### src/linfr_pkg.sv
`timescale 1ns / 1ps
package linfr_pkg;

  localparam logic [5:0] IdMask         = 6'h3F;
  localparam logic [5:0] ClassicIdStart = 6'h3C;
  localparam logic [5:0] ShortIdLast    = 6'h1F;
  localparam logic [5:0] MidIdLast      = 6'h2F;
  localparam logic [7:0] SumGood        = 8'hFF;

  localparam logic [3:0] LenShort = 4'd2;
  localparam logic [3:0] LenMid   = 4'd4;
  localparam logic [3:0] LenLong  = 4'd8;

  localparam int CfgAddrW = 3;
  localparam logic CfgIdxClassic = 1'b0;

  typedef struct packed {
    logic [5:0]  frame_id;
    logic [3:0]  data_length;
    logic [63:0] payload;
  } linfr_result_t;

  // end-around-carry add
  function automatic logic [7:0] carry_add(input logic [7:0] a, input logic [7:0] b);
    logic [8:0] s;
    s = {1'b0, a} + {1'b0, b};
    return s[7:0] + {7'd0, s[8]};
  endfunction

  function automatic logic [3:0] length_of(input logic [5:0] id);
    logic [3:0] len;
    if (id <= ShortIdLast) len = LenShort;
    else if (id <= MidIdLast) len = LenMid;
    else len = LenLong;
    return len;
  endfunction

endpackage

### src/linfr_if.sv
`timescale 1ns / 1ps
interface linfr_in_if;
  logic       valid;
  logic       ready;
  logic [7:0] rx_byte;
  logic       framing_error;

  modport source (output valid, output rx_byte, output framing_error, input ready);
  modport sink   (input valid, input rx_byte, input framing_error, output ready);
endinterface

interface linfr_out_if;
  logic        valid;
  logic        ready;
  logic [5:0]  frame_id;
  logic [3:0]  data_length;
  logic [63:0] payload;

  modport source (output valid, output frame_id, output data_length, output payload,
                  input ready);
  modport sink   (input valid, input frame_id, input data_length, input payload,
                  output ready);
endinterface

### src/lin_frame_receiver_unit.sv
`timescale 1ns / 1ps
// channel   | dir | fields                              | handshake
// in_ch     | in  | rx_byte[7:0], framing_error         | valid/ready
// out_ch    | out | frame_id[5:0], data_length[3:0],    | valid/ready
//           |     | payload[63:0]                       |
// cfg_*     | in  | classic_only at paddr 0 to 3        | apb, pready tied high
//
// one byte is taken every cycle while in_ready is high; a result goes from its checksum
// byte through the input register, then frame logic into the result register
// rst_n is synchronous, active low: frame tracking returns to idle, classic_only to 0
// a held result blocks the input register only; the input still takes an item
// whenever the input register is empty or moves on in the same cycle
module lin_frame_receiver_unit import linfr_pkg::*; (
  input  logic                clk,
  input  logic                rst_n,
  linfr_in_if.sink            in_ch,
  linfr_out_if.source         out_ch,
  input  logic                cfg_psel,
  input  logic                cfg_penable,
  input  logic                cfg_pwrite,
  input  logic [CfgAddrW-1:0] cfg_paddr,
  input  logic [31:0]         cfg_pwdata,
  output logic [31:0]         cfg_prdata,
  output logic                cfg_pready
);

  logic          classic_only;
  linfr_result_t result;

  // configuration register block
  linfr_cfg u_cfg (
    .clk          (clk),
    .rst_n        (rst_n),
    .psel         (cfg_psel),
    .penable      (cfg_penable),
    .pwrite       (cfg_pwrite),
    .paddr        (cfg_paddr),
    .pwdata       (cfg_pwdata),
    .prdata       (cfg_prdata),
    .pready       (cfg_pready),
    .classic_only (classic_only)
  );

  // frame tracking: input register, position state, checksum, result register
  linfr_core u_core (
    .clk              (clk),
    .rst_n            (rst_n),
    .classic_only     (classic_only),
    .in_valid         (in_ch.valid),
    .in_ready         (in_ch.ready),
    .in_rx_byte       (in_ch.rx_byte),
    .in_framing_error (in_ch.framing_error),
    .out_valid        (out_ch.valid),
    .out_ready        (out_ch.ready),
    .out_result       (result)
  );

  // unpack the result onto the channel
  assign out_ch.frame_id    = result.frame_id;
  assign out_ch.data_length = result.data_length;
  assign out_ch.payload     = result.payload;

endmodule

### src/linfr_cfg.sv
`timescale 1ns / 1ps
module linfr_cfg import linfr_pkg::*; (
  input  logic                clk,
  input  logic                rst_n,
  input  logic                psel,
  input  logic                penable,
  input  logic                pwrite,
  input  logic [CfgAddrW-1:0] paddr,
  input  logic [31:0]         pwdata,
  output logic [31:0]         prdata,
  output logic                pready,
  output logic                classic_only
);

  logic classic_r;
  logic classic_nxt;
  logic hit;

  assign hit    = (paddr[2] == CfgIdxClassic);
  assign pready = 1'b1;

  always_comb begin
    classic_nxt = classic_r;
    if (psel && penable && pwrite && hit) begin
      classic_nxt = pwdata[0];
    end
  end

  always_ff @(posedge clk) begin
    if (!rst_n) begin
      classic_r <= 1'b0;
    end else begin
      classic_r <= classic_nxt;
    end
  end

  assign prdata       = hit ? {31'd0, classic_r} : 32'd0;
  assign classic_only = classic_r;

endmodule

### src/linfr_core.sv
`timescale 1ns / 1ps
module linfr_core import linfr_pkg::*; (
  input  logic          clk,
  input  logic          rst_n,
  input  logic          classic_only,
  input  logic          in_valid,
  output logic          in_ready,
  input  logic [7:0]    in_rx_byte,
  input  logic          in_framing_error,
  output logic          out_valid,
  input  logic          out_ready,
  output linfr_result_t out_result
);

  typedef enum logic [2:0] {
    POS_IDLE,
    POS_SYNC,
    POS_PID,
    POS_DATA,
    POS_CSUM
  } pos_t;

  // input register
  logic       s1_valid_r, s1_valid_nxt;
  logic [7:0] s1_byte_r;
  logic       s1_fe_r;

  // frame state
  pos_t        pos_r, pos_nxt;
  logic [5:0]  id_r, id_nxt;
  logic [7:0]  pid_r, pid_nxt;
  logic [3:0]  cnt_r, cnt_nxt;
  logic [7:0]  sum_r, sum_nxt;
  logic [63:0] store_r, store_nxt;

  // result register
  logic          out_valid_r, out_valid_nxt;
  linfr_result_t result_r, result_nxt;

  logic       adv;
  logic       fire;
  logic       emit;
  logic [7:0] total;
  logic       classic;

  assign adv      = !out_valid_r || out_ready;
  assign fire     = s1_valid_r && adv;
  assign in_ready = !s1_valid_r || adv;

  always_comb begin
    s1_valid_nxt = in_ready ? in_valid : s1_valid_r;
    pos_nxt      = pos_r;
    id_nxt       = id_r;
    pid_nxt      = pid_r;
    cnt_nxt      = cnt_r;
    sum_nxt      = sum_r;
    store_nxt    = store_r;
    emit         = 1'b0;
    classic      = classic_only || (id_r >= ClassicIdStart);
    total        = carry_add(sum_r, s1_byte_r);
    if (!classic) begin
      total = carry_add(total, pid_r);
    end
    result_nxt   = result_r;

    if (fire) begin
      if (s1_fe_r) begin
        // zero byte with framing error is a break
        pos_nxt = (s1_byte_r == 8'd0) ? POS_SYNC : POS_IDLE;
      end else begin
        case (pos_r)
          POS_SYNC: begin
            pos_nxt = POS_PID;
          end
          POS_PID: begin
            pid_nxt   = s1_byte_r;
            id_nxt    = s1_byte_r[5:0] & IdMask;
            cnt_nxt   = 4'd0;
            sum_nxt   = 8'd0;
            store_nxt = 64'd0;
            pos_nxt   = POS_DATA;
          end
          POS_DATA: begin
            for (int k = 0; k < 8; k++) begin
              if (cnt_r[2:0] == 3'(k)) begin
                store_nxt[8*k +: 8] = store_r[8*k +: 8] | s1_byte_r;
              end
            end
            sum_nxt = carry_add(sum_r, s1_byte_r);
            cnt_nxt = cnt_r + 4'd1;
            if (cnt_nxt >= length_of(id_r)) begin
              pos_nxt = POS_CSUM;
            end
          end
          POS_CSUM: begin
            pos_nxt = POS_IDLE;
            if (total == SumGood) begin
              emit                   = 1'b1;
              result_nxt.frame_id    = id_r;
              result_nxt.data_length = length_of(id_r);
              result_nxt.payload     = store_r;
            end
          end
          default: begin
            pos_nxt = POS_IDLE;
          end
        endcase
      end
    end

    out_valid_nxt = adv ? emit : out_valid_r;
  end

  always_ff @(posedge clk) begin
    if (!rst_n) begin
      s1_valid_r  <= 1'b0;
      pos_r       <= POS_IDLE;
      out_valid_r <= 1'b0;
    end else begin
      s1_valid_r  <= s1_valid_nxt;
      pos_r       <= pos_nxt;
      out_valid_r <= out_valid_nxt;
    end
  end

  always_ff @(posedge clk) begin
    if (in_ready) begin
      s1_byte_r <= in_rx_byte;
      s1_fe_r   <= in_framing_error;
    end
    id_r     <= id_nxt;
    pid_r    <= pid_nxt;
    cnt_r    <= cnt_nxt;
    sum_r    <= sum_nxt;
    store_r  <= store_nxt;
    result_r <= result_nxt;
  end

  assign out_valid  = out_valid_r;
  assign out_result = result_r;

endmodule

### src/flat_wrapper.sv
// flat-port wrapper written by rule: the top's interface ports become plain ports
module lin_frame_receiver_unit_flat import linfr_pkg::*;
  (clk, rst_n, cfg_psel, cfg_penable, cfg_pwrite, cfg_paddr, cfg_pwdata, cfg_prdata, cfg_pready, in_ch_valid, in_ch_rx_byte, in_ch_framing_error, in_ch_ready, out_ch_valid, out_ch_frame_id, out_ch_data_length, out_ch_payload, out_ch_ready);
  linfr_in_if in_ch_i ();
  linfr_out_if out_ch_i ();
  input  logic clk;
  input  logic rst_n;
  input  logic cfg_psel;
  input  logic cfg_penable;
  input  logic cfg_pwrite;
  input  logic [CfgAddrW-1:0] cfg_paddr;
  input  logic [31:0] cfg_pwdata;
  output logic [31:0] cfg_prdata;
  output logic cfg_pready;
  input wire logic [$bits(in_ch_i.valid)-1:0] in_ch_valid;
  input wire logic [$bits(in_ch_i.rx_byte)-1:0] in_ch_rx_byte;
  input wire logic [$bits(in_ch_i.framing_error)-1:0] in_ch_framing_error;
  output wire logic [$bits(in_ch_i.ready)-1:0] in_ch_ready;
  output wire logic [$bits(out_ch_i.valid)-1:0] out_ch_valid;
  output wire logic [$bits(out_ch_i.frame_id)-1:0] out_ch_frame_id;
  output wire logic [$bits(out_ch_i.data_length)-1:0] out_ch_data_length;
  output wire logic [$bits(out_ch_i.payload)-1:0] out_ch_payload;
  input wire logic [$bits(out_ch_i.ready)-1:0] out_ch_ready;
  assign in_ch_i.valid = in_ch_valid;
  assign in_ch_i.rx_byte = in_ch_rx_byte;
  assign in_ch_i.framing_error = in_ch_framing_error;
  assign in_ch_ready = in_ch_i.ready;
  assign out_ch_valid = out_ch_i.valid;
  assign out_ch_frame_id = out_ch_i.frame_id;
  assign out_ch_data_length = out_ch_i.data_length;
  assign out_ch_payload = out_ch_i.payload;
  assign out_ch_i.ready = out_ch_ready;
  lin_frame_receiver_unit u_core (.clk(clk), .rst_n(rst_n), .in_ch(in_ch_i), .out_ch(out_ch_i), .cfg_psel(cfg_psel), .cfg_penable(cfg_penable), .cfg_pwrite(cfg_pwrite), .cfg_paddr(cfg_paddr), .cfg_pwdata(cfg_pwdata), .cfg_prdata(cfg_prdata), .cfg_pready(cfg_pready));
endmodule
### config.mk
export PLATFORM = sky130hd
export DESIGN_NAME = lin_frame_receiver_unit_flat
export DESIGN_NICKNAME = d
export VERILOG_FILES = /design/src/linfr_pkg.sv /design/src/linfr_if.sv /design/src/lin_frame_receiver_unit.sv /design/src/linfr_cfg.sv /design/src/linfr_core.sv /design/src/flat_wrapper.sv
export SDC_FILE = /design/constraint.sdc
export NUM_CORES = 1
export LEC_CHECK = 0
export BUFFER_PORTS_ARGS = -buffer_cell sky130_fd_sc_hd__buf_2
export CORE_ASPECT_RATIO = 0.75
export CORE_MARGIN = 1.5
export CORE_UTILIZATION = 24
export CTS_CLUSTER_SIZE = 14
export DETAILED_ROUTE_END_ITERATION = 6
export MAX_ROUTING_LAYER = met4
export PLACE_DENSITY_LB_ADDON = 0.05
export SLEW_MARGIN = 20
export SYNTH_ARGS = -nofsm -noshare
export SYNTH_HDL_FRONTEND = slang
export SYNTH_SLANG_ARGS = --single-unit
### constraint.sdc
create_clock -name clk -period 16.1 [get_ports clk]
set_input_delay 0.805 -clock clk [delete_from_list [all_inputs] [get_ports clk]]
set_output_delay 0.805 -clock clk [all_outputs]
set_load 0.005 [all_outputs]
==> results.yml, run 1 <==
worst_setup_path:
  critical_path_arrival_ps: 7990
  worst-path-max-fanout: 65
  class_of_the_most_critical_setup_path: "reg -> reg"
  critPathRequiredTime_ps: 16150
  start_kind: "flop"
  crit_top_cell: "sky130_fd_sc_hd__ha_1"
  crit_path_max_incr_delay_ps: 870
  slowest_stage: "sky130_fd_sc_hd__edfxtp_1"
  end_kind: "flop"
timing:
  fin_tns_setup_ps: 0
  timing.final.max_slew_violations: 0
  worst_slew_pin_slew_ps: 1050
  skew_ps: 12.1
  post-route-min-period_ps: 7940
  final.setup.worst_slack_ps: 8160
  number_of_setup_violations_in_the_final_report: 0
  achievable-frequency_ghz: 0.126
  hold_viol: 0
  max_slew_margin_pct: 29.5
  final.period_utilization_pct: 49.3
  grt_setup_unrepaired: "no"
clock_network:
  post_cts_setup_buffer_count: 0
  cts_max_path_buffers: 2
  cts.reportedPaths.clkPinSlew_ps: 70
  cts_hold_buf: 0
  clock_sink_count: 172
  cts-root-buf: "sky130_fd_sc_hd__clkbuf_16"
  ctsHtreeMaxLevel: 4
  postCtsResizedCells: 0
  cts_made_buffers: 17
  tritoncts_clock_tree: "built"
  clock_latency_ps: 430
floorplan:
  floorplan.die.height_um: 156
  placeableCoreArea_sq_um: 30400
  die_w_um: 207
  row_count: 55
  i_o_pin_count: 160
  fp.dieArea_sq_um: 32200
  initial_core_util_pct: 24.6
drt:
  wire_per_inst_um: 16.8
  vias: 4300
  detail_route.vias_per_cell: 4.01
  first_iter_violations: 231
  drcViolationCount: 0
  wl_um: 18000
  drt_pre_antenna_iters: 5
  drtAntennaViolNets: 0
placement:
  io_buffer_count: 93
  dp_wirelength_um: 11800
  detailedPlace.worstSlack_ps: 8200
  dpl-instance-area_sq_um: 8290
  gpl.final_weighted_congestion: 0.773
final_layout:
  drive_gt1_share_pct: 22.1
  layout.cells.most_common: "sky130_fd_sc_hd__edfxtp_1"
  layout-area-overhead-vs-synth_pct: 18.5
  final_nets: 743
  antenna_cells: 0
  layout_common_cells: "166 x sky130_fd_sc_hd__edfxtp_1, 151 x sky130_fd_sc_hd__nor2_1, 93 x sky130_fd_sc_hd__buf_2, 33 x sky130_fd_sc_hd__conb_1, 30 x sky130_fd_sc_hd__ha_1"
  design_area_sq_um: 8850
synth:
  syn_inst: 561
  seq_area_frac_synth_pct: 68.4
  synth_cell_type_count: 54
  synth.ff_latch_count: 172
  postSynthAreaPerCell_sq_um: 13.3
  share_of_flip_flops_with_an_asynchronous_set_or_reset_after_synthesis_pct: 0
  synth-edff-count: 166
  synthesis.yosys.warnings: 0
  synth_top_flop_cell: "sky130_fd_sc_hd__edfxtp_1"
  syn-cell-area_sq_um: 7470
min_path:
  min_path_type: "reg -> reg"
power:
  clkPwrFrac_pct: 42.6
  fin_total_pwr_mw: 0.950
  power_per_cell_area_nw_per_um2: 107
  cellInternalPower_mw: 0.735
  p_leak_nw: 3.30
  switching_power_mw: 0.216
  switching_share_pct: 22.7
  share_seq_of_total_power_pct: 51.6
  irDropWorstVdd_v: 0.0000690
  comb_power_share_pct: 5.8
grt:
  antenna_violations_before_repair: 0
  grt_pass1_vias: 4299
  groute.usage.overall_pct: 12.0
  grt_pass1_wl_um: 26900
  grt_start_max_net_pins: 78
  total_global_routing_overflow: 0
flow_run:
  max-cap-violations: 0
status:
  run_status: "complete, no violations"
## power by group through the flow
stage          Clock (mW)  Combinational [mW]  Sequential [mW]
2_1_floorplan           0              0.0473            0.497
3_3_place_gp            0              0.0550            0.500
3_5_place_dp            0              0.0557            0.500
4_1_cts             0.418              0.0561            0.490
5_1_grt             0.435              0.0617            0.490
6_report            0.405              0.0556            0.490
## worst paths after layout
check | start | endpoint | slack, ps | cells after the start
max | u_core.u_core.s1_byte_r[0]$_DFFE_PP_ | u_core.u_core.out_result[30]$_DFFE_PP_ | 8160 | 27
min | u_core.u_core.store_r[43]$_SDFFCE_PN0P_ | u_core.u_core.out_result[43]$_DFFE_PP_ | 450 | 0
max reg2reg | u_core.u_core.s1_byte_r[0]$_DFFE_PP_ | u_core.u_core.out_result[30]$_DFFE_PP_ | 8160 | 27
min reg2reg | u_core.u_core.store_r[43]$_SDFFCE_PN0P_ | u_core.u_core.out_result[43]$_DFFE_PP_ | 450 | 0
## final cells by class
type	count	area (sq um)
Fill cell	3162	21600
Multi-Input combinational cell	346	2080
Tap cell	399	499
Timing Repair Buffer	101	526
Clock inverter	13	125
Sequential cell	172	5100
Inverter	22	82.6
Clock buffer	19	433
## state kept, by name, summed over array words and instances, names as in the netlist
register,flops
u_core.u_core.s1_byte_r,8
u_core.u_core.id_r,5
u_core.u_core.pid_r,3
u_core.u_core.sum_r,8
u_core.u_core.pos_r,3
u_core.u_core.s1_valid_r,1
u_core.u_core.s1_fe_r,1
u_core.u_core.out_valid,1
u_core.u_core.cnt_r,4
u_core.u_core.out_result,73
u_core.u_core.store_r,64
u_core.u_cfg.classic_only,1
## layer usage
metal	part of all wire, %	track usage (%)	vias to the layer above
met5	0	-	-
met4	1.2	3.39	0
met3	4.3	2.94	16
met2	43	16.9	98
met1	52	16.8	2095
li1	-	-	2091
## critical path, delay by kind of cell (launching register included)
kind	cells	cell delay (ps)
compound gates	8	1930
xor+xnor	2	430
fa+ha+maj	7	1960
buf+inv	3	900
flops	1	870
simple gates	7	1340
## kinds of logic after synthesis
group,share of synthesized area [%]
AOI/OAI and AO/OA,4.54
xor gates and xnor gates,2.83
adders and majority gates,5.56
buffers and inverters,5.48
DFF,68.4
muxes,0.402
other,0.101
and+or+nand+nor,12.7
## synth_stat cells, types with 3 or more instances
master	count	area (sq um)
sky130_fd_sc_hd__nand4b_1	3	26.3
sky130_fd_sc_hd__dfxtp_1	6	120
sky130_fd_sc_hd__nand2b_1	4	25.0
sky130_fd_sc_hd__o21ai_0	7	35.0
sky130_fd_sc_hd__inv_1	22	82.6
sky130_fd_sc_hd__xor2_1	6	52.6
sky130_fd_sc_hd__nor2_1	151	567
sky130_fd_sc_hd__and2_1	8	50.1
sky130_fd_sc_hd__a21oi_1	14	70.1
sky130_fd_sc_hd__edfxtp_1	166	4980
sky130_fd_sc_hd__ha_1	30	375
sky130_fd_sc_hd__xnor2_1	8	70.1
sky130_fd_sc_hd__o21bai_1	4	30.0
sky130_fd_sc_hd__buf_4	33	248
sky130_fd_sc_hd__clkbuf_1	16	60.1
sky130_fd_sc_hd__nor2b_1	5	31.3
sky130_fd_sc_hd__nand2_1	17	63.8
sky130_fd_sc_hd__mux2i_1	3	30.0
sky130_fd_sc_hd__nand3_1	6	30.0
## stage by stage
stage / instances / hold slack, ps / utilization, %
6_report: 1072 / 453 / 29.1
5_1_grt: 1072 / 460 / 29.1
4_1_cts: 1072 / 451 / 29.1
3_5_place_dp: 1040 / 436 / 27.3
3_3_place_gp: 1040 / 436 / 27.3
2_1_floorplan: 592 / 427 / -
Note: power is estimated with default switching activity, not from simulation.
==> inputs of run 2 (changes only) <==
Clock period 16.1 ns to 8 ns, I/O delays scaled along.
==> results.yml, run 2 (synthesized netlist as in run 1, its figures left out) <==
final_layout:
  layout-area-overhead-vs-synth_pct: 19.0
  final_nets: 743
  layout.cells.most_common: "sky130_fd_sc_hd__edfxtp_1"
  final-instance-count-excl-fill: 1072
  layout_common_cells: "166 x sky130_fd_sc_hd__edfxtp_1, 150 x sky130_fd_sc_hd__nor2_1, 93 x sky130_fd_sc_hd__buf_2, 33 x sky130_fd_sc_hd__conb_1, 30 x sky130_fd_sc_hd__ha_1"
  design_area_sq_um: 8890
  drive_gt1_share_pct: 22.3
  flip_flop_count_of_the_largest_register_all_copies_and_words_added: 73
  fillers: 3100
clock_network:
  cts-root-buf: "sky130_fd_sc_hd__clkbuf_16"
  cts_hold_buf: 0
  clock_latency_ps: 430
  tritoncts_clock_tree: "built"
  post_cts_setup_buffer_count: 0
  ctsHtreeMaxLevel: 4
  cts_made_buffers: 17
  cts_max_path_buffers: 2
  postCtsResizedCells: 0
  clock_sink_count: 172
  cts.reportedPaths.clkPinSlew_ps: 70
power:
  power_per_cell_area_nw_per_um2: 219
  cellInternalPower_mw: 1.51
  switching_power_mw: 0.432
  clkPwrFrac_pct: 43.6
  share_seq_of_total_power_pct: 50.7
  irDropWorstVdd_v: 0.000118
  switching_share_pct: 22.2
  comb_power_share_pct: 5.8
  p_leak_nw: 3.31
worst_setup_path:
  slowest_stage: "sky130_fd_sc_hd__edfxtp_1"
  critPathRequiredTime_ps: 8080
  end_kind: "flop"
  start_kind: "flop"
  class_of_the_most_critical_setup_path: "reg -> reg"
  worst-path-max-fanout: 64
  critical_path_arrival_ps: 7260
  crit_path_max_incr_delay_ps: 770
  crit_top_cell: "sky130_fd_sc_hd__ha_1"
status:
  run_status: "complete, no violations"
grt:
  total_global_routing_overflow: 0
  grt_start_max_net_pins: 65
  antenna_violations_before_repair: 0
  grt_pass1_wl_um: 26700
  grt_pass1_vias: 4247
  groute.usage.overall_pct: 11.9
placement:
  gpl.final_weighted_congestion: 0.760
  dp_wirelength_um: 11800
  dpl-instance-area_sq_um: 8310
  number_of_cells_in_the_design_after_placement: 1040
  io_buffer_count: 93
drt:
  drcViolationCount: 0
  detail_route.vias_per_cell: 4.02
  vias: 4308
  drt_pre_antenna_iters: 4
  wire_per_inst_um: 16.8
  drtAntennaViolNets: 0
  first_iter_violations: 251
  wl_um: 18000
flow_run:
  max-cap-violations: 0
timing:
  hold_viol: 0
  grt_setup_unrepaired: "no"
  max_slew_margin_pct: 42.8
  hold-worst-slack_ps: 137
  post-route-min-period_ps: 7190
  worst_slew_pin_slew_ps: 855
  skew_ps: 11.8
  final.period_utilization_pct: 89.8
  achievable-frequency_ghz: 0.139
  number_of_setup_violations_in_the_final_report: 0
  timing.final.max_slew_violations: 0
  fin_tns_setup_ps: 0
min_path:
  min_path_type: "in -> reg"
floorplan:
  die_w_um: 207
  i_o_pin_count: 160
  placeableCoreArea_sq_um: 30400
  floorplan.die.height_um: 156
  fp.dieArea_sq_um: 32200
  row_count: 55
  initial_core_util_pct: 24.6
run 2: cell type report:
class / instances / area (sq um) / share of cell area [%]
diodes: 1 / 2.50 / 0.0281
clock buffers: 20 / 437 / 4.91
clock inverters: 11 / 145 / 1.63
inverters: 22 / 82.6 / 0.929
multi-input cells: 346 / 2080 / 23.4
flip-flops and latches: 172 / 5100 / 57.4
well taps: 399 / 499 / 5.62
repair buffers: 101 / 538 / 6.05
run 2: path summary, 6_finish.rpt:
path / to / startpoint / slack (ps) / cells after the start
worst min-delay path: u_core.u_core.s1_byte_r[7]$_DFFE_PP_ / in_ch_rx_byte[7] / 140 / 1
worst max register to register: u_core.u_core.out_result[33]$_DFFE_PP_ / u_core.u_core.s1_byte_r[0]$_DFFE_PP_ / 810 / 27
worst min register to register: u_core.u_core.out_result[32]$_DFFE_PP_ / u_core.u_core.store_r[32]$_SDFFCE_PN0P_ / 440 / 0
worst max-delay path: u_core.u_core.out_result[33]$_DFFE_PP_ / u_core.u_core.s1_byte_r[0]$_DFFE_PP_ / 810 / 27
run 2: power by group through the flow:
stage	sequential, mW	combinational (mW)	clock [mW]
after detailed placement	1.00	0.112	0
after global routing	0.985	0.125	0.913
after floorplan	0.999	0.0955	0
after CTS	0.985	0.113	0.876
after global placement	1.00	0.111	0
final	0.984	0.112	0.847
run 2: metal layers:
| metal | wire (um) | track usage [%] |
|---|---|---|
| met3 | 685 | 2.74 |
| met2 | 7770 | 16.9 |
| met4 | 146 | 3.73 |
| met1 | 9360 | 16.8 |
| met5 | 0 | - |
run 2: per-stage QoR:
| stage | util (%) | setup WS, ps | power (mW) |
|---|---|---|---|
| floorplan | - | 805 | 1.09 |
| global placement | 27.3 | 899 | 1.12 |
| detailed placement | 27.3 | 819 | 1.12 |
| CTS | 29.2 | 777 | 1.97 |
| global route | 29.2 | 220 | 2.02 |
| finish | 29.2 | 813 | 1.94 |
run 2: worst max-delay path, delay by kind of cell, from the launching register on:
| family | cells | cell delay (ps) |
|---|---|---|
| fa+ha+maj | 7 | 1940 |
| buf+inv | 3 | 470 |
| compound gates | 8 | 1730 |
| flops | 1 | 770 |
| xor+xnor | 2 | 430 |
| simple gates | 7 | 1390 |
==> inputs of run 3 (changes only) <==
Settings changed: CORE_UTILIZATION 24 to 40, SLEW_MARGIN 20 to 15.
==> results.yml, run 3 (synthesized netlist as in run 1, its figures left out) <==
status:
  run_status: "complete, no violations"
timing:
  skew_ps: 12.0
  max_slew_margin_pct: 36.5
  final.period_utilization_pct: 90.9
  final.setup.worst_slack_ps: 726
  hold_viol: 0
  grt_setup_unrepaired: "no"
  number_of_setup_violations_in_the_final_report: 0
  achievable-frequency_ghz: 0.137
  fin_tns_setup_ps: 0
  worst_slew_pin_slew_ps: 949
  timing.final.max_slew_violations: 0
  post-route-min-period_ps: 7270
worst_setup_path:
  critical_path_arrival_ps: 7350
  worst-path-max-fanout: 65
  start_kind: "flop"
  critPathRequiredTime_ps: 8080
  crit_path_max_incr_delay_ps: 810
  slowest_stage: "sky130_fd_sc_hd__edfxtp_1"
  worst-r2r-setup-slack_ps: 730
  end_kind: "flop"
  worstPathBufferInverterCount: 3
  class_of_the_most_critical_setup_path: "reg -> reg"
  worst_path_dominant_cell_family: "compound AO/OA/AOI/OAI gates"
  crit_top_cell: "sky130_fd_sc_hd__ha_1"
grt:
  groute.layer.met2.usage_pct: 23.9
  groute.usage.overall_pct: 16.8
  grt_pass1_vias: 4080
  grt_start_max_net_pins: 66
  grt-busiest-layer: "met1"
  grt_pass1_wl_um: 23200
  use_met1_pct: 24.2
  grtUsageMet3_pct: 3.45
  total_global_routing_overflow: 0
  antenna_violations_before_repair: 0
power:
  clkPwrFrac_pct: 44.8
  fin_total_pwr_mw: 1.98
  switching_power_mw: 0.426
  share_seq_of_total_power_pct: 49.8
  cellInternalPower_mw: 1.55
  switching_share_pct: 21.5
  p_leak_nw: 3.33
  irDropWorstVdd_v: 0.000127
  power_per_cell_area_nw_per_um2: 226
  comb_power_share_pct: 5.4
placement:
  number_of_cells_in_the_design_after_placement: 886
  dp_wirelength_um: 9960
  detailedPlace.worstSlack_ps: 783
  io_buffer_count: 93
  gpl.final_weighted_congestion: 0.826
floorplan:
  floorplan.die.height_um: 121
  fp.dieArea_sq_um: 19500
  i_o_pin_count: 160
  placeableCoreArea_sq_um: 18400
  initial_core_util_pct: 40.6
  die_w_um: 161
  row_count: 43
drt:
  wl_um: 15100
  drtAntennaViolNets: 0
  drt_pre_antenna_iters: 4
  detail_route.vias_per_cell: 4.62
  drcViolationCount: 0
  first_iter_violations: 258
  wire_per_inst_um: 16.5
  vias: 4240
final_layout:
  layout-area-overhead-vs-synth_pct: 17.0
  utilization_pct: 47.5
  final_nets: 741
  fillers: 1700
  antenna_cells: 0
  layout_common_cells: "166 x sky130_fd_sc_hd__edfxtp_1, 151 x sky130_fd_sc_hd__nor2_1, 93 x sky130_fd_sc_hd__buf_2, 33 x sky130_fd_sc_hd__conb_1, 30 x sky130_fd_sc_hd__ha_1"
  layout.cells.most_common: "sky130_fd_sc_hd__edfxtp_1"
  flip_flop_count_of_the_largest_register_all_copies_and_words_added: 73
  drive_gt1_share_pct: 22.5
  final-instance-count-excl-fill: 918
clock_network:
  clock_latency_ps: 420
  cts.reportedPaths.clkPinSlew_ps: 70
  postCtsResizedCells: 0
  tritoncts_clock_tree: "built"
  cts_hold_buf: 0
  ctsHtreeMaxLevel: 4
  clock_sink_count: 172
  cts-root-buf: "sky130_fd_sc_hd__clkbuf_16"
  cts_max_path_buffers: 2
  cts_made_buffers: 17
  post_cts_setup_buffer_count: 0
min_path:
  min_path_type: "in -> reg"
flow_run:
  max-cap-violations: 0
## run 3: layout make-up
class / count / area [sq um] / area share, %
Clock buffer: 18 / 429 / 4.91
Inverter: 22 / 82.6 / 0.945
Sequential cell: 172 / 5100 / 58.4
Clock inverter: 14 / 208 / 2.38
Multi-Input combinational cell: 346 / 2080 / 23.8
Tap cell: 247 / 309 / 3.54
Timing Repair Buffer: 99 / 523 / 5.99
## run 3: power by group through the flow
stage          Combinational (mW)  Sequential, mW  Clock (mW)
3_3_place_gp                0.104            1.01           0
3_5_place_dp                0.106            1.01           0
2_1_floorplan              0.0955           0.999           0
5_1_grt                     0.120           0.986       0.942
6_report                    0.106           0.986       0.886
4_1_cts                     0.107           0.986       0.904
## run 3: metal layers
layer / vias to the layer above / routed length, um
li1: 2085 / -
met1: 2025 / 7510
met2: 126 / 6590
met3: 4 / 954
met4: 0 / 71
met5: - / 0
## run 3: per-stage QoR
stage / hold slack [ps] / instance area [sq um]
6_report: 152 / 8730
5_1_grt: 128 / 8730
4_1_cts: 136 / 8730
3_5_place_dp: 435 / 8100
3_3_place_gp: 437 / 8100
2_1_floorplan: 427 / 7590
## run 3: final timing paths
kind                                                          endpoint  depth (start not counted)                                   start
worst max-delay path            u_core.u_core.out_result[33]$_DFFE_PP_                         27    u_core.u_core.s1_byte_r[0]$_DFFE_PP_
worst min-delay path              u_core.u_core.s1_byte_r[0]$_DFFE_PP_                          1                        in_ch_rx_byte[0]
worst max register to register  u_core.u_core.out_result[33]$_DFFE_PP_                         27    u_core.u_core.s1_byte_r[0]$_DFFE_PP_
worst min register to register   u_core.u_core.out_result[6]$_DFFE_PP_                          0  u_core.u_core.store_r[6]$_SDFFCE_PN0P_
